===== src/design/cmv_pkg.sv =====
// cmv_pkg: types, constants and arithmetic helpers of the complex matrix-vector unit
// no dependencies; used by the interfaces and every module of the unit
`default_nettype none

package cmv_pkg;

  // configuration register map
  localparam int unsigned CFG_IDX_W  = 2;
  localparam int unsigned CFG_DATA_W = 7;

  typedef enum logic [CFG_IDX_W-1:0] {
    REG_ROW_COUNT = 2'd0,
    REG_COL_COUNT = 2'd1
  } cfg_reg_e;

  localparam logic [6:0] ROW_COUNT_RST = 7'd16;
  localparam logic [5:0] COL_COUNT_RST = 6'd16;

  // saturation limits of the 32-bit accumulators
  localparam logic signed [31:0] ACC_MAX = 32'sh7FFF_FFFF;
  localparam logic signed [31:0] ACC_MIN = 32'sh8000_0000;

  // input word: one matrix element and the vector element of its column
  typedef struct packed {
    logic signed [15:0] mat_re;
    logic signed [15:0] mat_im;
    logic signed [15:0] vec_re;
    logic signed [15:0] vec_im;
  } item_t;

  // result word: one finished row of the product vector
  typedef struct packed {
    logic [5:0]         row_index;
    logic signed [15:0] res_re;
    logic signed [15:0] res_im;
    logic               last_row;
  } res_t;

  // position flags of one element inside the frame
  typedef struct packed {
    logic first_col;
    logic last_col;
    logic last_row;
  } flags_t;

  // the four partial products of one complex multiply
  typedef struct packed {
    logic signed [31:0] re_re;   // a.re * v.re
    logic signed [31:0] im_nim;  // a.im * (-v.im)
    logic signed [31:0] re_im;   // a.re * v.im
    logic signed [31:0] im_re;   // a.im * v.re
  } prod_t;

  // one accumulator pair
  typedef struct packed {
    logic signed [31:0] re;
    logic signed [31:0] im;
  } acc_t;

  // exact sum of two products
  function automatic logic signed [32:0] pair_sum(input logic signed [31:0] a,
                                                  input logic signed [31:0] b);
    pair_sum = {a[31], a} + {b[31], b};
  endfunction

  // accumulator plus pair sum, clipped to signed 32 bits
  function automatic logic signed [31:0] sat_add(input logic signed [31:0] acc,
                                                 input logic signed [32:0] inc);
    logic [33:0] s;
    s = {{2{acc[31]}}, acc} + {inc[32], inc};
    if (s[33:31] == 3'b000 || s[33:31] == 3'b111) begin
      sat_add = s[31:0];
    end else if (s[33]) begin
      sat_add = ACC_MIN;
    end else begin
      sat_add = ACC_MAX;
    end
  endfunction

endpackage

`default_nettype wire


===== src/design/cmv_cmul.sv =====
// cmv_cmul: registered partial products of one complex int16 multiply
// depends on cmv_pkg
`default_nettype none

module cmv_cmul (
  input  wire logic            clk_i,
  input  wire logic            en_i,
  input  wire cmv_pkg::item_t  op_i,
  output cmv_pkg::prod_t       prod_o
);
  import cmv_pkg::*;

  logic signed [15:0] nvim;
  prod_t              prod_d;
  prod_t              prod_q;

  // negated vector imaginary part, wrapping in 16 bits
  assign nvim = ~op_i.vec_im + 16'sd1;

  // four 16x16 signed products
  always_comb begin
    prod_d.re_re  = op_i.mat_re * op_i.vec_re;
    prod_d.im_nim = op_i.mat_im * nvim;
    prod_d.re_im  = op_i.mat_re * op_i.vec_im;
    prod_d.im_re  = op_i.mat_im * op_i.vec_re;
  end

  always_ff @(posedge clk_i) begin
    if (en_i) begin
      prod_q <= prod_d;
    end
  end

  assign prod_o = prod_q;

endmodule

`default_nettype wire


===== config.mk =====
export PLATFORM = sky130hd
export DESIGN_NAME = cmv_cmul
export DESIGN_NICKNAME = d
export VERILOG_FILES = /design/src/design/cmv_pkg.sv /design/src/design/cmv_cmul.sv
export SDC_FILE = /design/constraint.sdc
export NUM_CORES = 2
export LEC_CHECK = 0
export ABC_AREA = 0
export BUFFER_PORTS_ARGS = -buffer_cell sky130_fd_sc_hd__buf_2
export CAP_MARGIN = 20
export CELL_PAD_IN_SITES_DETAIL_PLACEMENT = 1
export CELL_PAD_IN_SITES_GLOBAL_PLACEMENT = 1
export CORE_MARGIN = 1
export CORE_UTILIZATION = 25
export DETAILED_ROUTE_END_ITERATION = 8
export HOLD_SLACK_MARGIN = 0.06
export PLACE_DENSITY_LB_ADDON = 0.1
export SYNTH_ARGS = -nofsm -noshare
export SYNTH_HDL_FRONTEND = slang
export SYNTH_SLANG_ARGS = --single-unit

===== constraint.sdc =====
create_clock -name clk_i -period 8.5 [get_ports clk_i]
set_input_delay 0.425 -clock clk_i [delete_from_list [all_inputs] [get_ports clk_i]]
set_output_delay 0.425 -clock clk_i [all_outputs]
set_load 0.02 [all_outputs]

==> run_results.csv <==
group,metric,value,unit
worst_setup_path,critical-path-slowest-cell,"a211oi_1",
floorplanning,placement_rows,152,
min_path,hp-start,"en_i",
route,dr_total_vias,30000,
clock_network,clockBufferDepth,2,
yosys,ys_warn_count,0,
final_layout,drive_above_1_share,7.26,%
sta,slew_violations,0,
worst_setup_path,critical-path-top-cell-by-count,"fa_1",
route,pre_antenna_drt_iters,5,
global_routing,grt_start_max_net_pins,53,
worst_setup_path,critical_path.max_fanout,16,
worst_setup_path,cp.required,8.79,ns
sta,setup_viol,0,
yosys,post-synth-top-area-fraction,48.3,%
worst_setup_path,critical_path.startpoint,"op_i[3]",
final_layout,largest_register_ffs,128,
floorplanning,floorplan.core_area,172000,sq um
route,routedWlPerCell,19.5,um
clock_network,post_cts_gate_resize_count,0,
sta,final.min_clock_period,7.65,ns
route,detail-route-antenna-nets,0,
worst_setup_path,critical-path-max-stage-delay,0.78,ns
floorplanning,num_io_pins,194,
global_routing,global_route.usage.total,16.5,%
floorplanning,die_h,419,um
yosys,top_area_cells_in_the_synthesized_netlist,"fa_1 (48%), inv_1 (10%), ha_1 (9.5%)",
sta,slew_headroom,31.1,%
yosys,seq_area_frac_synth,8.85,%
yosys,postSynthCellCount,4579,
clock_network,cts_max_level,4,
clock_network,cts-hold-fix-buffers,0,
clock_network,cts_buffers,17,
yosys,ys_ff_latch,128,
route,routed_wirelength,137000,um
floorplanning,start_util,25.2,%
yosys,post_synth_edffs,128,
yosys,syn_avg_cell_area,9.49,sq um
clock_network,root_buffer,"clkbuf_16",
flow_run,max_cap_viol_count,0,
sta,finalCritPeriodShare,90.0,%
yosys,synth_nets,6022,
clock_network,clock_sinks,128,
route,drcViolationCount,0,
worst_setup_path,worstSetupStartpointType,"input pin",
sta,finalHoldViolCount,0,
worst_setup_path,setup.worst_path.end_class,"flip-flop",
global_routing,grt.overflow.total,0,
sta,maxClockFrequency,0.131,GHz
worst_setup_path,critical_path_class,"input pin to flip-flop",
clock_network,tritoncts_clock_tree,"yes",
outcome,status,"completed",
clock_network,postCtsSetupRepairBufs,0,
yosys,post_synth_instance_area,43500,sq um
final_layout,area_growth_syn_to_layout,10.5,%
placement,post-dp-hpwl,114000,um
sta,setup_ws,0.849,ns
placement,post-place-ws,0.136,ns
route,dr.first_iter.drc_count,977,
floorplanning,die_width,419,um
floorplanning,fp.dieArea,175000,sq um
yosys,yosys_most_used_dff,"edfxtp_1",
yosys,async_flop_share,0,%
min_path,holdCritPathClass,"input pin to flip-flop",
yosys,synth_cell_types,59,
sta,rsz0062_at_grt,"false",
sta,worst_slew_pin_slew,1.03,ns
global_routing,first_global_vias,34900,
final_layout,fin_nets,6142,
worst_setup_path,crit_arrival,7.94,ns
yosys,synth_area_leader_cell,"fa_1",
placement,place.gp.congestion,0.772,
placement,buffers_added_on_ports,193,
global_routing,number_of_antenna_violations_at_the_first_check_in_global_routing,12,
route,routed_via_density,4.27,
clock_network,cts.clk_slew.worst_paths,0.07,ns
global_routing,grt_first_pass_wirelength,216000,um
==> Yosys cell counts (all sizes together), types with 2 or more instances <==
cell type,number
a21o,45
or2,8
or3,6
a31o,4
nor3,20
nor2b,10
o21bai,12
or4,2
buf,11
nand2,604
a211oi,23
nand4,12
a31oi,8
a2111oi,3
xor2,31
and3,20
nor2,80
o31ai,4
o311ai,4
xnor2,118
o21ai,52
clkbuf,187
edfxtp,128
o21a,17
fa,1048
a21oi,97
o2111ai,2
and2,401
o211ai,12
ha,329
nor4,5
a211o,9
nand2b,48
inv,1181
nand3,24
==> placed cells by master (no fill, tap or decap), types with 9 or more instances in the layout <==
| master | instances |
|---|---|
| a211o_1 | 9 |
| a211oi_1 | 23 |
| a21o_1 | 45 |
| a21oi_1 | 97 |
| and2_1 | 401 |
| and3_1 | 20 |
| buf_2 | 192 |
| buf_4 | 102 |
| clkbuf_16 | 17 |
| edfxtp_1 | 128 |
| fa_1 | 1048 |
| ha_1 | 329 |
| inv_1 | 1181 |
| nand2_1 | 604 |
| nand2b_1 | 47 |
| nand3_1 | 24 |
| nand4_1 | 12 |
| nor2_1 | 79 |
| nor2b_1 | 10 |
| nor3_1 | 19 |
| o211ai_1 | 12 |
| o21a_1 | 17 |
| o21ai_0 | 49 |
| o21bai_1 | 12 |
| xnor2_1 | 118 |
| xor2_1 | 31 |
==> cell families (layout without fill, tap and decap cells) <==
family                     count (synthesis)  after routing  synth area share (%)
AOI/OAI and AO/OA                        304            304                  4.50
xor gates and xnor gates                 149            149                  3.00
adders and majority gates               1377           1377                  57.8
buffers and inverters                   1379           1511                  12.0
DFF                                      128            128                  8.85
other                                      0              5                     0
and+or+nand+nor                         1242           1242                  13.9
==> area by class of cell <==
class | instances | area [sq um]
Antenna cell | 5 | 12.5
Clock buffer | 18 | 429
Clock inverter | 13 | 164
Fill cell | 19900 | 124000
Inverter | 1181 | 4430
Multi-Input combinational cell | 3072 | 34400
Sequential cell | 128 | 3840
Tap cell | 2310 | 2890
Timing Repair Buffer | 299 | 1820
==> per-layer routing <==
metal / part of all wire (%) / vias to the layer above / GRT usage [%]
li1: - / 13600 / -
met1: 48 / 16000 / 22.7
met2: 50 / 236 / 28.4
met3: 1.8 / 56 / 1.58
met4: 1.1 / 12 / 2.77
met5: 0.050 / - / 0
==> worst max-delay path: cells and delay by family <==
kind	cells	cell delay, ns
AOI/OAI and AO/OA	5	1.75
buffers and inverters	8	0.93
and+or+nand+nor	8	1.64
xor gates and xnor gates	2	0.27
adders and majority gates	7	2.90
==> stage by stage <==
step	hold WS, ns	setup TNS [ns]	area [sq um]	std cells	util [%]
6_report	0.283	0	48000	7026	27.9
3_3_place_gp	0.847	-1.17	47400	6989	27.5
3_5_place_dp	0.852	0	47400	6990	27.5
4_1_cts	0.202	0	48000	7021	27.9
2_1_floorplan	0.537	0	43500	4579	-
5_1_grt	0.256	0	48000	7021	27.9
==> final timing paths <==
path / depth (start not counted) / end
setup / recovery: 30 / prod_o[95]
hold / removal: 1 / prod_o[63]
Power is not shown: default switching activity piles up to over one toggle a cycle in this logic, so the estimate is an artifact.
