[src/design/cmv_pkg.sv]
// cmv_pkg: types, constants and arithmetic helpers of the complex matrix-vector unit
// no dependencies; used by the interfaces and every module of the unit
`default_nettype none

package cmv_pkg;

  // configuration register map
  localparam int unsigned CFG_IDX_W  = 2;
  localparam int unsigned CFG_DATA_W = 7;

  typedef enum logic [CFG_IDX_W-1:0] {
    REG_ROW_COUNT = 2'd0,
    REG_COL_COUNT = 2'd1
  } cfg_reg_e;

  localparam logic [6:0] ROW_COUNT_RST = 7'd16;
  localparam logic [5:0] COL_COUNT_RST = 6'd16;

  // saturation limits of the 32-bit accumulators
  localparam logic signed [31:0] ACC_MAX = 32'sh7FFF_FFFF;
  localparam logic signed [31:0] ACC_MIN = 32'sh8000_0000;

  // input word: one matrix element and the vector element of its column
  typedef struct packed {
    logic signed [15:0] mat_re;
    logic signed [15:0] mat_im;
    logic signed [15:0] vec_re;
    logic signed [15:0] vec_im;
  } item_t;

  // result word: one finished row of the product vector
  typedef struct packed {
    logic [5:0]         row_index;
    logic signed [15:0] res_re;
    logic signed [15:0] res_im;
    logic               last_row;
  } res_t;

  // position flags of one element inside the frame
  typedef struct packed {
    logic first_col;
    logic last_col;
    logic last_row;
  } flags_t;

  // the four partial products of one complex multiply
  typedef struct packed {
    logic signed [31:0] re_re;   // a.re * v.re
    logic signed [31:0] im_nim;  // a.im * (-v.im)
    logic signed [31:0] re_im;   // a.re * v.im
    logic signed [31:0] im_re;   // a.im * v.re
  } prod_t;

  // one accumulator pair
  typedef struct packed {
    logic signed [31:0] re;
    logic signed [31:0] im;
  } acc_t;

  // exact sum of two products
  function automatic logic signed [32:0] pair_sum(input logic signed [31:0] a,
                                                  input logic signed [31:0] b);
    pair_sum = {a[31], a} + {b[31], b};
  endfunction

  // accumulator plus pair sum, clipped to signed 32 bits
  function automatic logic signed [31:0] sat_add(input logic signed [31:0] acc,
                                                 input logic signed [32:0] inc);
    logic [33:0] s;
    s = {{2{acc[31]}}, acc} + {inc[32], inc};
    if (s[33:31] == 3'b000 || s[33:31] == 3'b111) begin
      sat_add = s[31:0];
    end else if (s[33]) begin
      sat_add = ACC_MIN;
    end else begin
      sat_add = ACC_MAX;
    end
  endfunction

endpackage

`default_nettype wire

[src/design/cmv_acc_mem.sv]
// cmv_acc_mem: accumulator store, one write and one registered read per cycle
// depends on cmv_pkg
`default_nettype none

module cmv_acc_mem #(
  parameter int unsigned DEPTH  = 64,
  parameter int unsigned ADDR_W = 6
) (
  input  wire logic               clk_i,
  input  wire logic               rd_en_i,
  input  wire logic [ADDR_W-1:0]  rd_addr_i,
  output cmv_pkg::acc_t           rd_data_o,
  input  wire logic               wr_en_i,
  input  wire logic [ADDR_W-1:0]  wr_addr_i,
  input  wire cmv_pkg::acc_t      wr_data_i
);
  import cmv_pkg::*;

  acc_t mem [DEPTH];
  acc_t rd_data_q;

  // write port
  always_ff @(posedge clk_i) begin
    if (wr_en_i) begin
      mem[wr_addr_i] <= wr_data_i;
    end
  end

  // read port, old data on a same-address write
  always_ff @(posedge clk_i) begin
    if (rd_en_i) begin
      rd_data_q <= mem[rd_addr_i];
    end
  end

  assign rd_data_o = rd_data_q;

endmodule

`default_nettype wire

[config.mk]
export PLATFORM = sky130hd
export DESIGN_NAME = cmv_acc_mem
export DESIGN_NICKNAME = d
export VERILOG_FILES = /design/src/design/cmv_pkg.sv /design/src/design/cmv_acc_mem.sv
export SDC_FILE = /design/constraint.sdc
export NUM_CORES = 2
export LEC_CHECK = 0
export BUFFER_PORTS_ARGS = -buffer_cell sky130_fd_sc_hd__buf_2
export CAP_MARGIN = 15
export CORE_AREA = 2 2 594 596
export DETAILED_ROUTE_END_ITERATION = 10
export DIE_AREA = 0 0 596 598
export SLEW_MARGIN = 20
export SYNTH_ARGS = -nofsm -noshare
export SYNTH_HDL_FRONTEND = slang
export SYNTH_SLANG_ARGS = --single-unit
[constraint.sdc]
create_clock -name clk_i -period 11.95 [get_ports clk_i]
set_clock_uncertainty 0.1 [all_clocks]
set_input_delay 2.9875 -clock clk_i [delete_from_list [all_inputs] [get_ports clk_i]]
set_output_delay 2.9875 -clock clk_i [all_outputs]
set_load 0.02 [all_outputs]
==> impl_metrics.py <==
metrics = {
    "final_layout": {
        "drive_above_1_share": 0.281,
        "syn2layout_area_growth_pct": 13.2,
        "nFillCells": 27310,
        "nets": 7105,
    },
    "critical_path": {
        "r2r_setup_slack_ns": 9.52,
        "path_buf_inv": 3,
        "critPathLaunchType": "input pin",
        "cp.depth": 6,
        "crit_arrival_ns": 6.68,
        "r2r-end": "rd_data_o[16]",
        "crit_fanout": 27,
        "critPathMostFrequentCell": "buf_4",
        "cpPeakStageDelay_ns": 0.93,
        "crit_chain": "buf_2 -> nor2b_1 -> nand2_1 -> nor2_4 -> buf_4 -> buf_4",
        "end_kind": "register",
        "crit_type": "in -> reg",
        "worstPathRequired_ns": 12.41,
        "cp_slowest_cell": "nor2_4",
        "crit_family": "simple AND/OR/NAND/NOR gates",
        "crit_end": "mem[60][32]",
        "worstSetupStartpoint": "wr_en_i",
        "rr_worst_depth": 5,
        "timing.rr.start": "mem[10][16]",
    },
    "global_routing": {
        "grt_pass1_vias": 76472,
        "grt_pass1_wl_microns": 616000,
        "antenna_found_initial": 36,
        "overflow": 0,
        "gr-usage-all-layers": 0.249,
        "grt_max_degree": 111,
    },
    "logic_synthesis": {
        "muxShareOfSynthArea": 0.156,
        "synth-adder-area-share": 0,
        "yosysSeqAreaShare": 0.796,
        "synth_nets": 6677,
        "synth-simple-area-share": 0.0123,
        "synth_area_sq_mm": 0.157,
        "synth_top_family_by_area": "multiplexers",
        "yosys.area_share.xor_xnor": 0,
        "synth_cell_types": 32,
        "ys_ff_latch": 4160,
        "synth.yosys.warnings": 0,
        "syn_avg_cell_area_sq_um": 23.8,
        "synth_cells": 6598,
        "synth_compound_area_frac": 0.0247,
    },
    "sta": {
        "worst_slew_pin_slew_ns": 1.26,
        "hold_violations": 0,
        "slew_headroom": 0.158,
        "maxSlewViolCount": 0,
        "rsz0062_at_grt": "no",
        "fin_tns_setup_ns": 0,
        "fin_crit_sh": 0.520,
        "clock.fmax_mhz": 161,
        "layout_min_cycle_time_ns": 6.22,
        "finalSetupViolCount": 0,
    },
    "cts": {
        "clock-sinks": 4160,
        "cts_tree": "done",
        "clkLatencyLatePin_ns": 1.00,
        "ctsHoldBuffers": 0,
        "cts_setup_buffers": 0,
        "h-tree-depth": 5,
        "cts.clk_slew.worst_paths_ns": 0.06,
        "cts_buffers": 417,
        "clockRootBuffer": "clkbuf_16",
        "cts_buffer_depth": 4,
        "ctsResizeCount": 0,
    },
    "drt": {
        "wl_microns": 446000,
        "drt-pass1-iter-count": 5,
        "vias_per_cell": 6.38,
        "ant_nets": 0,
        "avgRoutedWirePerCell_microns": 37.2,
        "drc": 0,
        "vias": 76656,
        "drtIter0Drc": 10370,
    },
    "placed_design": {
        "place_hpwl_microns": 234000,
        "numPortBuffers": 142,
        "gp_congestion": 0.774,
    },
    "die": {
        "core-area_sq_mm": 0.351,
        "fp.dieArea_sq_mm": 0.356,
        "io_pins": 143,
        "start_util": 0.448,
        "fp.dieW_microns": 596,
        "fp.dieH_microns": 598,
        "rows": 218,
    },
    "pwr": {
        "clkPwrFrac": 0.416,
        "p_per_area_mw_per_mm2": 170,
        "ir_drop_mv": 0.171,
        "cellInternalPower_mw": 23.8,
        "power.static_leakage_nw": 55.0,
        "switchingPower_mw": 6.42,
        "pwr-share-comb": 0.045,
        "p_sw_frac": 0.213,
        "total_power_mw": 30.2,
        "seq_power_share": 0.538,
    },
    "hold_path": {
        "hold_path.class": "reg -> reg",
    },
    "run": {
        "cap_violations": 0,
    },
    "status": {
        "outcome": "complete, no violations",
    },
}
-- final cells by class --
class                           instances  area, sq um  share of cell area
Multi-Input combinational cell       2049        30800               0.173
Sequential cell                      4160       125000               0.703
Antenna cell                           17         42.5            0.000239
Clock inverter                        261         2070              0.0117
Clock buffer                          502        10900              0.0616
Timing Repair Buffer                  379         3060              0.0172
Tap cell                             4620         5780              0.0325
Inverter                               19         71.3            0.000401
-- registers in the layout (all words and copies together) (netlist names) --
name       count
mem         4096
rd_data_o     64
-- layout by cell type, fill, tap and decap left out, types with 9 or more instances in the layout --
cell type	n
a211oi_1	63
a22o_1	88
a22oi_1	168
a2bb2oi_1	19
a31oi_1	18
a41oi_1	26
and3_1	64
buf_12	24
buf_16	9
buf_2	119
buf_4	221
bufinv_16	27
clkbuf_1	76
clkbuf_16	426
clkinv_1	127
clkinv_2	77
diode_2	17
edfxtp_1	4160
inv_1	19
mux2i_1	135
mux4_2	1024
nand2_1	55
nand3_1	45
nor2_1	47
nor2_4	65
nor2b_1	24
o221ai_1	38
o22ai_1	83
or2_2	28
or3_1	29
-- through the flow --
| stage | hold slack (ns) | std cells | setup slack (ns) | utilization | cell area (sq um) |
|---|---|---|---|---|---|
| 4_1_cts | 0.835 | 11985 | 5.82 | 0.506 | 177000 |
| 6_report | 0.831 | 12007 | 5.73 | 0.507 | 178000 |
| 3_3_place_gp | 0.814 | 11205 | 4.85 | 0.468 | 164000 |
| 5_1_grt | 0.879 | 11996 | 5.72 | 0.506 | 178000 |
| 3_5_place_dp | 0.821 | 11222 | 4.82 | 0.469 | 164000 |
| 2_1_floorplan | 0.765 | 6598 | 3.43 | - | 157000 |
-- synth_stat cells, drive strengths merged --
cell | instances | area share
nand4b | 1 | 0.000056
a22o | 88 | 0.0049
buf | 230 | 0.0080
and3 | 64 | 0.0026
a41oi | 26 | 0.0015
a31o | 1 | 0.000056
and2 | 3 | 0.00012
edfxtp | 4160 | 0.80
nand3 | 45 | 0.0014
nand3b | 2 | 0.000096
o221ai | 38 | 0.0021
nand2 | 58 | 0.0014
a211oi | 63 | 0.0030
mux2i | 135 | 0.0086
a2bb2oi | 19 | 0.0011
o22ai | 83 | 0.0033
nand4 | 2 | 0.000080
a22oi | 168 | 0.0080
nor2b | 28 | 0.0011
or2 | 28 | 0.0011
mux4 | 1024 | 0.15
nor3 | 2 | 0.000064
a31oi | 18 | 0.00072
nand2b | 11 | 0.00044
nor2 | 112 | 0.0027
or3b | 1 | 0.000056
inv | 19 | 0.00045
clkbuf | 140 | 0.0033
or3 | 29 | 0.0012
-- how the worst min path moves through the flow --
stage | startpoint | end | cells after the start
CTS | mem[43][63] | rd_data_o[63] | 4
floorplan | mem[30][61] | rd_data_o[61] | 4
detailed placement | mem[43][63] | rd_data_o[63] | 4
global placement | mem[54][14] | rd_data_o[14] | 4
global route | mem[42][63] | rd_data_o[63] | 4
finish | mem[43][63] | rd_data_o[63] | 4
-- worst register-to-register path, delay by kind of cell, from the launching register on --
family | cells | cell delay (ns)
AO/OA/AOI/OAI | 2 | 0.92
flip-flops | 1 | 0.36
AND/OR/NAND/NOR | 2 | 0.35
multiplexers | 1 | 0.46
-- metal layers --
metal,wire length (microns),global-route usage,part of all wire,vias up
li1,-,-,-,29473
met1,174000,0.348,0.39,42233
met2,216000,0.401,0.48,4202
met3,42000,0.0462,0.094,740
met4,13900,0.0754,0.031,8
met5,44,0,0.000099,-
-- power by group through the flow --
stage | Combinational (mW) | Clock (mW) | Sequential [mW]
2_1_floorplan | 0.753 | 0 | 16.6
3_3_place_gp | 1.35 | 0 | 16.6
3_5_place_dp | 1.38 | 0 | 16.6
4_1_cts | 1.38 | 12.7 | 16.3
5_1_grt | 1.45 | 13.3 | 16.3
6_report | 1.37 | 12.6 | 16.3
-- logic make-up (layout without fill, tap and decap cells) --
family,Yosys count,after routing
simple gates,386,386
mux,1159,1159
other cells,0,17
flops,4160,4160
buf+inv,389,1161
compound gates,504,504
Power figures use the tool's default switching activity.
