File: config.mk
export PLATFORM = sky130hd
export DESIGN_NAME = cmv_seq_flat
export DESIGN_NICKNAME = d
export VERILOG_FILES = /design/src/design/cmv_pkg.sv /design/src/design/cmv_intf.sv /design/src/design/cmv_seq.sv /design/src/flat_wrapper.sv
export SDC_FILE = /design/constraint.sdc
export NUM_CORES = 1
export LEC_CHECK = 0
export BUFFER_PORTS_ARGS = -buffer_cell sky130_fd_sc_hd__buf_2
export CAP_MARGIN = 10
export CORE_ASPECT_RATIO = 1.2
export CORE_MARGIN = 2
export CORE_UTILIZATION = 60
export CTS_CLUSTER_SIZE = 14
export DETAILED_ROUTE_END_ITERATION = 7
export PLACE_DENSITY = 0.83
export REMOVE_ABC_BUFFERS = 1
export SLEW_MARGIN = 20
export SYNTH_ARGS = -nofsm -noshare
export SYNTH_HDL_FRONTEND = slang
export SYNTH_SLANG_ARGS = --single-unit
File: constraint.sdc
create_clock -name clk_i -period 3.9 [get_ports clk_i]
set_clock_uncertainty 0.1 [all_clocks]
set_input_delay 0.195 -clock clk_i [delete_from_list [all_inputs] [get_ports clk_i]]
set_output_delay 0.195 -clock clk_i [all_outputs]
set_load 0.02 [all_outputs]
File: src/design/cmv_pkg.sv
// cmv_pkg: types, constants and arithmetic helpers of the complex matrix-vector unit
// no dependencies; used by the interfaces and every module of the unit
`default_nettype none

package cmv_pkg;

  // configuration register map
  localparam int unsigned CFG_IDX_W  = 2;
  localparam int unsigned CFG_DATA_W = 7;

  typedef enum logic [CFG_IDX_W-1:0] {
    REG_ROW_COUNT = 2'd0,
    REG_COL_COUNT = 2'd1
  } cfg_reg_e;

  localparam logic [6:0] ROW_COUNT_RST = 7'd16;
  localparam logic [5:0] COL_COUNT_RST = 6'd16;

  // saturation limits of the 32-bit accumulators
  localparam logic signed [31:0] ACC_MAX = 32'sh7FFF_FFFF;
  localparam logic signed [31:0] ACC_MIN = 32'sh8000_0000;

  // input word: one matrix element and the vector element of its column
  typedef struct packed {
    logic signed [15:0] mat_re;
    logic signed [15:0] mat_im;
    logic signed [15:0] vec_re;
    logic signed [15:0] vec_im;
  } item_t;

  // result word: one finished row of the product vector
  typedef struct packed {
    logic [5:0]         row_index;
    logic signed [15:0] res_re;
    logic signed [15:0] res_im;
    logic               last_row;
  } res_t;

  // position flags of one element inside the frame
  typedef struct packed {
    logic first_col;
    logic last_col;
    logic last_row;
  } flags_t;

  // the four partial products of one complex multiply
  typedef struct packed {
    logic signed [31:0] re_re;   // a.re * v.re
    logic signed [31:0] im_nim;  // a.im * (-v.im)
    logic signed [31:0] re_im;   // a.re * v.im
    logic signed [31:0] im_re;   // a.im * v.re
  } prod_t;

  // one accumulator pair
  typedef struct packed {
    logic signed [31:0] re;
    logic signed [31:0] im;
  } acc_t;

  // exact sum of two products
  function automatic logic signed [32:0] pair_sum(input logic signed [31:0] a,
                                                  input logic signed [31:0] b);
    pair_sum = {a[31], a} + {b[31], b};
  endfunction

  // accumulator plus pair sum, clipped to signed 32 bits
  function automatic logic signed [31:0] sat_add(input logic signed [31:0] acc,
                                                 input logic signed [32:0] inc);
    logic [33:0] s;
    s = {{2{acc[31]}}, acc} + {inc[32], inc};
    if (s[33:31] == 3'b000 || s[33:31] == 3'b111) begin
      sat_add = s[31:0];
    end else if (s[33]) begin
      sat_add = ACC_MIN;
    end else begin
      sat_add = ACC_MAX;
    end
  endfunction

endpackage

`default_nettype wire

File: src/design/cmv_intf.sv
// cmv_intf: valid/ready channel interfaces of the complex matrix-vector unit
// depends on cmv_pkg for the word types
`default_nettype none


// configuration write channel
interface cmv_cfg_if;
  logic                                valid;
  logic                                ready;
  logic [cmv_pkg::CFG_IDX_W-1:0]       index;
  logic [cmv_pkg::CFG_DATA_W-1:0]      data;

  modport source (output valid, output index, output data, input ready);
  modport sink   (input valid, input index, input data, output ready);
endinterface

`default_nettype wire

File: src/design/cmv_seq.sv
// cmv_seq: configuration registers and row/column position counters
// depends on cmv_pkg and cmv_intf
`default_nettype none

module cmv_seq #(
  parameter int unsigned MAX_ROWS = 64,
  parameter int unsigned MAX_COLS = 32,
  parameter int unsigned ROW_W    = 6,
  parameter int unsigned COL_W    = 5
) (
  input  wire logic             clk_i,
  input  wire logic             rst_ni,
  cmv_cfg_if.sink               cfg_i,
  input  wire logic             accept_i,
  output logic [ROW_W-1:0]      row_o,
  output cmv_pkg::flags_t       flags_o
);
  import cmv_pkg::*;

  localparam int unsigned RCNT_W = (MAX_ROWS > 1) ? $clog2(MAX_ROWS + 1) : 1;
  localparam int unsigned CCNT_W = (MAX_COLS > 1) ? $clog2(MAX_COLS + 1) : 1;

  logic [6:0]        row_count_q;
  logic [5:0]        col_count_q;
  logic [ROW_W-1:0]  row_pos_q;
  logic [COL_W-1:0]  col_pos_q;
  logic [RCNT_W-1:0] rows_eff;
  logic [CCNT_W-1:0] cols_eff;
  logic [RCNT_W-1:0] row_inc;
  logic [CCNT_W-1:0] col_inc;
  logic              cfg_wr;

  assign cfg_i.ready = 1'b1;
  assign cfg_wr      = cfg_i.valid;

  // clamp the configured counts into 1..MAX
  always_comb begin
    if (row_count_q == 7'd0) begin
      rows_eff = RCNT_W'(1);
    end else if ({2'b00, row_count_q} > 9'(MAX_ROWS)) begin
      rows_eff = RCNT_W'(MAX_ROWS);
    end else begin
      rows_eff = RCNT_W'(row_count_q);
    end
    if (col_count_q == 6'd0) begin
      cols_eff = CCNT_W'(1);
    end else if ({3'b000, col_count_q} > 9'(MAX_COLS)) begin
      cols_eff = CCNT_W'(MAX_COLS);
    end else begin
      cols_eff = CCNT_W'(col_count_q);
    end
  end

  // position flags of the next element
  assign row_inc           = RCNT_W'(row_pos_q) + RCNT_W'(1);
  assign col_inc           = CCNT_W'(col_pos_q) + CCNT_W'(1);
  assign row_o             = row_pos_q;
  assign flags_o.first_col = (col_pos_q == '0);
  assign flags_o.last_col  = (col_inc == cols_eff);
  assign flags_o.last_row  = (row_inc == rows_eff);

  // config registers; a write to a mapped register restarts the frame
  always_ff @(posedge clk_i or negedge rst_ni) begin
    if (!rst_ni) begin
      row_count_q <= ROW_COUNT_RST;
      col_count_q <= COL_COUNT_RST;
      row_pos_q   <= '0;
      col_pos_q   <= '0;
    end else if (cfg_wr) begin
      case (cfg_i.index)
        REG_ROW_COUNT: begin
          row_count_q <= cfg_i.data;
          row_pos_q   <= '0;
          col_pos_q   <= '0;
        end
        REG_COL_COUNT: begin
          col_count_q <= cfg_i.data[5:0];
          row_pos_q   <= '0;
          col_pos_q   <= '0;
        end
        default: begin
        end
      endcase
    end else if (accept_i) begin
      // column-major walk: rows first, then the next column
      if (flags_o.last_row) begin
        row_pos_q <= '0;
        if (flags_o.last_col) begin
          col_pos_q <= '0;
        end else begin
          col_pos_q <= col_pos_q + COL_W'(1);
        end
      end else begin
        row_pos_q <= row_pos_q + ROW_W'(1);
      end
    end
  end

endmodule

`default_nettype wire

File: src/flat_wrapper.sv
// flat-port wrapper written by rule: the top's interface ports become plain ports
module cmv_seq_flat import cmv_pkg::*;
#(
  parameter int unsigned MAX_ROWS = 64,
  parameter int unsigned MAX_COLS = 32,
  parameter int unsigned ROW_W    = 6,
  parameter int unsigned COL_W    = 5
)
  (clk_i, rst_ni, accept_i, row_o, flags_o, cfg_i_valid, cfg_i_index, cfg_i_data, cfg_i_ready);
  cmv_cfg_if cfg_i_i ();
  input  wire logic clk_i;
  input  wire logic rst_ni;
  input  wire logic accept_i;
  output logic [ROW_W-1:0] row_o;
  output cmv_pkg::flags_t flags_o;
  input wire logic [$bits(cfg_i_i.valid)-1:0] cfg_i_valid;
  input wire logic [$bits(cfg_i_i.index)-1:0] cfg_i_index;
  input wire logic [$bits(cfg_i_i.data)-1:0] cfg_i_data;
  output wire logic [$bits(cfg_i_i.ready)-1:0] cfg_i_ready;
  assign cfg_i_i.valid = cfg_i_valid;
  assign cfg_i_i.index = cfg_i_index;
  assign cfg_i_i.data = cfg_i_data;
  assign cfg_i_ready = cfg_i_i.ready;
  cmv_seq #(.MAX_ROWS(MAX_ROWS), .MAX_COLS(MAX_COLS), .ROW_W(ROW_W), .COL_W(COL_W)) u_core (.clk_i(clk_i), .rst_ni(rst_ni), .cfg_i(cfg_i_i), .accept_i(accept_i), .row_o(row_o), .flags_o(flags_o));
endmodule
==> flow_metrics.py, run 1 <==
metrics = {
    "hold_path": {
        "hold_path_class": "in -> reg",
    },
    "logic_synthesis": {
        "synth_edf_count": 0,
        "synthCells": 156,
        "synth_cell_types": 46,
        "synthesis.area_um2": 1530,
        "synth_top_area_cell": "dfrtp_1",
        "synth_area_leaders": "dfrtp_1, mux2_2, dfstp_2",
        "ys.flop_type": "dfrtp_1",
        "ys_ff_latch": 24,
        "ys_async_sr_fraction_pct": 100,
        "ys_warn_count": 0,
        "yosysTopAreaCellShare_pct": 36.1,
        "syn_area_per_cell_um2": 9.79,
        "ys_seq_area_share_pct": 39.5,
    },
    "timing": {
        "worstMarginPinSlew_ps": 938,
        "setup_violations": 0,
        "period_share_pct": 74.3,
        "rsz0062_at_grt": "no",
        "max_freq_mhz": 345,
        "hold_viol_final": 0,
        "slew_headroom_pct": 37.3,
        "setup_ws_ps": 1000,
        "fin_crit_ps": 2900,
        "setup-tns-final_ps": 0,
        "slew_violations": 0,
    },
    "status": {
        "status": "finished clean",
    },
    "worst_setup_path": {
        "slowest_delay_ps": 500,
        "crit_slowest_cell": "dfrtp_1",
        "path_delay_family": "flip-flops",
        "path_buf_inv": 1,
        "worstPathCellList": "ha_1 -> nand3_1 -> xor2_1 -> or3_1 -> mux2i_1 -> o211a_1 -> buf_2",
        "critical_path_class": "reg -> out",
        "cp-start-kind": "register",
        "arrival_ps": 2600,
        "required_ps": 3610,
        "cp_max_fo": 11,
        "crit_path_end_kind": "output pin",
    },
    "die": {
        "rows": 20,
        "pin_count": 23,
        "dieWidth_um": 50.0,
        "start_util_pct": 61.6,
        "core_area_um2": 2480,
        "die_h_um": 59.3,
        "dieArea_um2": 2970,
    },
    "power_and_ir_drop": {
        "comb_power_share_pct": 29.7,
        "ir_worst_vdd_uv": 315,
        "internal_power_w": 0.000444,
        "clkPwrFrac_pct": 19.5,
        "p_switching_w": 0.000226,
        "power.total_w": 0.000670,
        "seq_power_share_pct": 50.8,
        "p_leak_nw": 0.739,
        "p_sw_share_pct": 33.7,
        "powerDensity_nw_per_um2": 399,
    },
    "finish": {
        "fillCellCount": 194,
        "syn2layout_area_growth_pct": 10.0,
        "antenna_cells": 0,
        "seqCellArea_um2": 603,
        "drive_above_1_share_pct": 25.9,
        "multi_input_area_um2": 866,
        "fin_cells": 207,
        "fin_nets": 191,
    },
    "clock_network": {
        "clkTransAtPathRegs_ps": 130,
        "clock-root-buffer": "clkbuf_4",
        "cts_tree": "done",
        "cts_hold_buf": 2,
        "cts_setup_buffers": 0,
        "clkLatencyLatePin_ps": 320,
        "clk_path_buf_depth": 2,
        "cts_sinks": 24,
        "cts-htree-levels": 1,
        "ctsResizeCount": 0,
        "cts_buffers": 3,
    },
    "placed_design": {
        "place_ws_ps": 1250,
        "hpwl_mm": 2.31,
        "io_buffers": 21,
        "place_inst": 201,
        "gp_congestion": 0.822,
    },
    "drt": {
        "num_vias": 1248,
        "drc_errors": 0,
        "wire_per_inst_um": 14.8,
        "firstDrtPassIters": 4,
        "dr.first_iter.drc_count": 40,
        "totalWireLength_mm": 3.07,
        "vias_per_cell": 6.03,
        "ant_nets": 0,
    },
    "global_routing": {
        "grt_max_degree": 25,
        "grt_pass1_vias": 1175,
        "grt_usage_pct": 23.1,
        "gr-total-overflow": 0,
        "grt_pass1_wl_mm": 5.14,
        "grt_antenna_before_repair": 0,
    },
    "run": {
        "drv_cap": 0,
    },
}
==> Yosys cell counts (3+ instances only) <==
cell type / count
ha_1: 3
dfrtp_1: 22
nand2_1: 12
a21oi_1: 6
o2bb2ai_1: 3
nor3b_1: 4
xor2_1: 5
nor4b_1: 3
o31ai_1: 3
nor2_1: 11
nor3_1: 4
o21ai_0: 4
xnor2_1: 6
nand3_1: 8
mux2_2: 15
clkbuf_1: 4
==> layer usage <==
metal	vias up	track usage, %	wire, µm
li1	611	-	-
met1	596	27.3	1330
met2	36	41.5	1570
met3	5	3.03	114
met4	0	10.7	51
met5	-	0	0
==> final timing paths <==
check	endpoint	slack, ps	start	cells after the start
max	flags_o[0]	1000	u_core.row_o[0]	7
min	u_core.col_count_q[0]	30	cfg_i_data[0]	2
max reg2reg	u_core.col_pos_q[1]	1180	u_core.row_o[0]	8
min reg2reg	u_core.row_count_q[0]	450	u_core.row_count_q[0]	1
max in group asynchronous	u_core.col_count_q[4]	3060	rst_ni	2
min in group asynchronous	u_core.col_pos_q[2]	270	rst_ni	2
==> state kept, by name, summed over array words and instances, names as in the netlist <==
register	flops
u_core.col_pos_q	5
u_core.row_o	6
u_core.row_count_q	7
u_core.col_count_q	6
==> final cells by class <==
| cell class | count | area share, % |
|---|---|---|
| well taps | 33 | 2.46 |
| multi-input cells | 121 | 51.6 |
| repair buffers | 23 | 7.45 |
| inverters | 2 | 0.447 |
| flip-flops and latches | 24 | 35.9 |
| clock buffers | 4 | 2.16 |
==> cell usage in the layout (no fill, tap or decap), drive strengths merged, types with 2 or more instances in the layout <==
cell type,n
a211oi,2
a21o,2
a21oi,6
a22o,2
a22oi,2
buf,21
clkbuf,4
dfrtp,22
dfstp,2
dlygate4sd3,2
ha,3
inv,2
mux2,15
nand2,12
nand3,8
nor2,11
nor2b,2
nor3,4
nor3b,4
nor4b,3
o211a,2
o21ai,5
o2bb2ai,3
o31ai,3
o32ai,2
o41ai,2
or2,3
or3,2
xnor2,6
xor2,5
==> per-stage QoR <==
step                utilization, %  hold WS, ps  cell area (µm²)
floorplan                        -         -201             1480
global placement              65.5          101             1620
detailed placement            65.5          111             1620
CTS                           67.8         14.2             1680
global route                  67.8         13.7             1680
finish                        67.8         25.1             1680
==> logic make-up after synthesis <==
| kind of cell | Yosys count | synth area share [%] |
|---|---|---|
| other | 1 | 0.246 |
| AO/OA/AOI/OAI | 35 | 16.6 |
| adder cells (fa/ha/maj) | 3 | 2.46 |
| AND/OR/NAND/NOR | 55 | 19.3 |
| multiplexers | 16 | 11.7 |
| buffers and inverters | 11 | 3.77 |
| flip-flops | 24 | 39.5 |
| XOR/XNOR | 11 | 6.31 |
==> power by group through the flow <==
stage	registers [W]	clock network, W	logic, W
2_1_floorplan	0.000341	0	0.000140
3_3_place_gp	0.000340	0	0.000192
3_5_place_dp	0.000345	0	0.000197
4_1_cts	0.000339	0.000135	0.000199
5_1_grt	0.000348	0.000141	0.000220
6_report	0.000340	0.000131	0.000199
(Power assumes the default switching activity.)
==> run 2: changes to the inputs <==
--- a/config.mk
+++ b/config.mk
@@ -5,14 +5,15 @@
 export SDC_FILE = /design/constraint.sdc
 export NUM_CORES = 1
 export LEC_CHECK = 0
+export ABC_AREA = 1
 export BUFFER_PORTS_ARGS = -buffer_cell sky130_fd_sc_hd__buf_2
 export CAP_MARGIN = 10
 export CORE_ASPECT_RATIO = 1.2
 export CORE_MARGIN = 2
-export CORE_UTILIZATION = 60
+export CORE_UTILIZATION = 51
 export CTS_CLUSTER_SIZE = 14
 export DETAILED_ROUTE_END_ITERATION = 7
-export PLACE_DENSITY = 0.83
+export PLACE_DENSITY = 0.75
 export REMOVE_ABC_BUFFERS = 1
 export SLEW_MARGIN = 20
 export SYNTH_ARGS = -nofsm -noshare
==> constraint.sdc (replaced) <==
create_clock -name clk_i -period 2.6 [get_ports clk_i]
set_clock_uncertainty 0.1 [all_clocks]
set_input_delay 0.13 -clock clk_i [delete_from_list [all_inputs] [get_ports clk_i]]
set_output_delay 0.13 -clock clk_i [all_outputs]
set_load 0.02 [all_outputs]
==> run 2 against run 1 <==
Die area up 22%. Clock power up 56%. Cell area up 9.1%. Register-to-register slack worse by 530 ps. Routed wire length up 14%. Cell count up 43%. First-iteration DRC count up 20%. Setup slack worse by 700 ps. Core utilization down 7.3 points. Non-clock buffer count up 5. Via count up 24%. Sequential power up 38%. Critical endpoint unchanged.
==> flow_metrics.py, run 2 <==
metrics = {
    "status": {
        "status": "finished clean",
    },
    "finish": {
        "final_core_util_pct": 60.5,
        "largest_register_ffs": 7,
        "final_common_cell": "nand2_1",
        "multi_input_area_um2": 863,
        "layout_common_cells": "nand2_1, inv_1, dfrtp_1",
        "drive_above_1_share_pct": 14.2,
        "antenna_cells": 0,
        "top_register": "u_core.row_count_q",
        "fillCellCount": 321,
        "syn2layout_area_growth_pct": 14.3,
        "fin_area_um2": 1830,
        "seqCellArea_um2": 603,
        "fin_nets": 278,
    },
    "worst_setup_path": {
        "cp_max_fo": 6,
        "cp_common_cell": "nand2_1",
        "arrival_ps": 2060,
        "critical_path_class": "reg -> out",
        "slowest_delay_ps": 470,
        "crit_slowest_cell": "dfrtp_1",
        "cp-start-kind": "register",
        "worstPathCellList": "ha_1 -> nand3_1 -> nand2_1 -> nand2_1 -> nand2_1 -> nand2_1 -> nand2_1 -> nor2_1 -> nand2_1 -> nor2_4 -> buf_2",
        "required_ps": 2370,
        "crit_path_end_kind": "output pin",
    },
    "die": {
        "dieWidth_um": 55.2,
        "core_area_um2": 3030,
        "die_h_um": 65.4,
        "pin_count": 23,
        "dieArea_um2": 3610,
        "rows": 22,
        "start_util_pct": 52.9,
    },
    "logic_synthesis": {
        "ys_warn_count": 0,
        "synthesis.area_um2": 1600,
        "synth_area_leaders": "dfrtp_1, nand2_1, inv_1",
        "synth_cell_types": 28,
        "synthTopCellsByCount": "nand2_1, inv_1, dfrtp_1",
        "synth_edf_count": 0,
        "synth_most_common_cell": "nand2_1",
        "ys_async_sr_fraction_pct": 100,
        "synthCells": 234,
        "ys_seq_area_share_pct": 37.6,
        "ys_ff_latch": 24,
        "syn_area_per_cell_um2": 6.85,
        "ys.flop_type": "dfrtp_1",
        "synth_top_area_cell": "dfrtp_1",
        "yosysTopAreaCellShare_pct": 34.3,
    },
    "timing": {
        "setup_violations": 0,
        "setup-tns-final_ps": 0,
        "rsz0062_at_grt": "no",
        "slew_violations": 0,
        "fin_crit_ps": 2290,
        "slew_headroom_pct": 64.1,
        "worstMarginPinSlew_ps": 539,
        "hold_viol_final": 0,
        "period_share_pct": 88.2,
        "max_freq_mhz": 436,
    },
    "drt": {
        "ant_nets": 0,
        "dr.first_iter.drc_count": 48,
        "drc_errors": 0,
        "dr_wl_met3_um": 122,
        "vias_per_cell": 5.23,
        "firstDrtPassIters": 5,
        "totalWireLength_mm": 3.51,
        "met1_length_mm": 1.60,
        "routed.top_layer": "met4",
        "wl_met2_mm": 1.74,
        "num_vias": 1552,
        "wire_per_inst_um": 11.8,
    },
    "global_routing": {
        "gr-total-overflow": 0,
        "grt_pass1_wl_mm": 6.11,
        "grt_antenna_before_repair": 0,
        "grt_usage_pct": 22.9,
        "grt_max_degree": 25,
        "grt_pass1_vias": 1458,
    },
    "clock_network": {
        "clock-root-buffer": "clkbuf_4",
        "clkTransAtPathRegs_ps": 140,
        "clk_path_buf_depth": 2,
        "clkLatencyLatePin_ps": 320,
        "cts-htree-levels": 1,
        "cts_buffers": 3,
        "cts_sinks": 24,
        "cts_tree": "done",
        "ctsResizeCount": 0,
    },
    "power_and_ir_drop": {
        "p_leak_nw": 0.965,
        "ir_worst_vdd_uv": 357,
        "powerDensity_nw_per_um2": 540,
    },
    "placed_design": {
        "io_buffers": 21,
        "dpl_cell_area_um2": 1730,
        "hpwl_mm": 2.62,
        "gp_congestion": 0.835,
    },
    "run": {
        "drv_cap": 0,
    },
    "hold_path": {
        "hold_path_class": "in -> reg",
    },
}
[run 2: cell count changes after synthesis, sizes merged, moves of 4 or more]
cell	previous run	this run
inv	2	29
mux2	15	0
nand2	12	87
nand3	8	20
nand4	0	9
nor2	11	20
nor3	4	0
nor3b	4	0
o21ai	5	16
xnor2	6	0
[run 2: power by group]
group	internal (W)	switching, W	leakage (nW)
clock	0.0000857	0.000119	0.0210
sequential	0.000420	0.0000491	0.308
combinational	0.000115	0.000200	0.636
total	0.000621	0.000368	0.965
[run 2: layout make-up]
type | count | area share (%)
clock buffer | 4 | 1.98
inverter | 29 | 5.94
multi-input combinational | 176 | 47.1
sequential | 24 | 32.9
tap | 36 | 2.46
timing repair buffer | 28 | 9.56
[run 2: final timing paths]
path                                        from               endpoint  slack (ps)  depth (start not counted)
min reg2reg                u_core.row_count_q[4]  u_core.row_count_q[4]         410                          2
min in group asynchronous                 rst_ni        u_core.row_o[5]         190                          2
min                                cfg_i_data[1]  u_core.row_count_q[1]           3                          3
max in group asynchronous                 rst_ni  u_core.col_count_q[4]        1830                          2
max                              u_core.row_o[0]             flags_o[0]         310                         11
max reg2reg                      u_core.row_o[0]    u_core.col_pos_q[0]         650                         14
[run 2: timing repair]
| action | 4_1_cts | 5_1_grt |
|---|---|---|
| hold buffers | 6 | 1 |
| buffers inserted | 0 | 0 |
| endpoints found under the hold margin | 30 | 1 |
[run 2: metrics by stage]
step	hold WS [ps]	setup WS (ps)	total power [W]	std cells
after floorplan	-266	649	0.000696	229
after global placement	44.5	671	0.000774	286
after detailed placement	42.9	668	0.000783	286
after CTS	8.35	290	0.000991	296
after global routing	11.1	115	0.00106	297
final	3.11	307	0.000989	297
[run 2: worst max-delay path: cells and delay by family (launching register included)]
kind                     cells  cell delay, ps
adder cells (fa/ha/maj)      1             290
buffers and inverters        1             200
AND/OR/NAND/NOR              9             790
flip-flops                   1             470
[run 2: cell families (layout without fill, tap and decap cells)]
family          after synthesis  count (layout)  synth area share [%]
fa+ha+maj                     3               3                  2.34
xor+xnor                      6               6                  3.28
flops                        24              24                  37.6
compound gates               26              26                  8.74
other cells                   1               1                 0.234
buf+inv                      34              61                  8.51
simple gates                140             140                  39.3
[run 2: layer usage]
layer / GRT usage [%] / vias up
li1: - / 804
met1: 30.4 / 708
met2: 37.5 / 33
met3: 2.95 / 7
met4: 7.93 / 0
met5: 0 / -
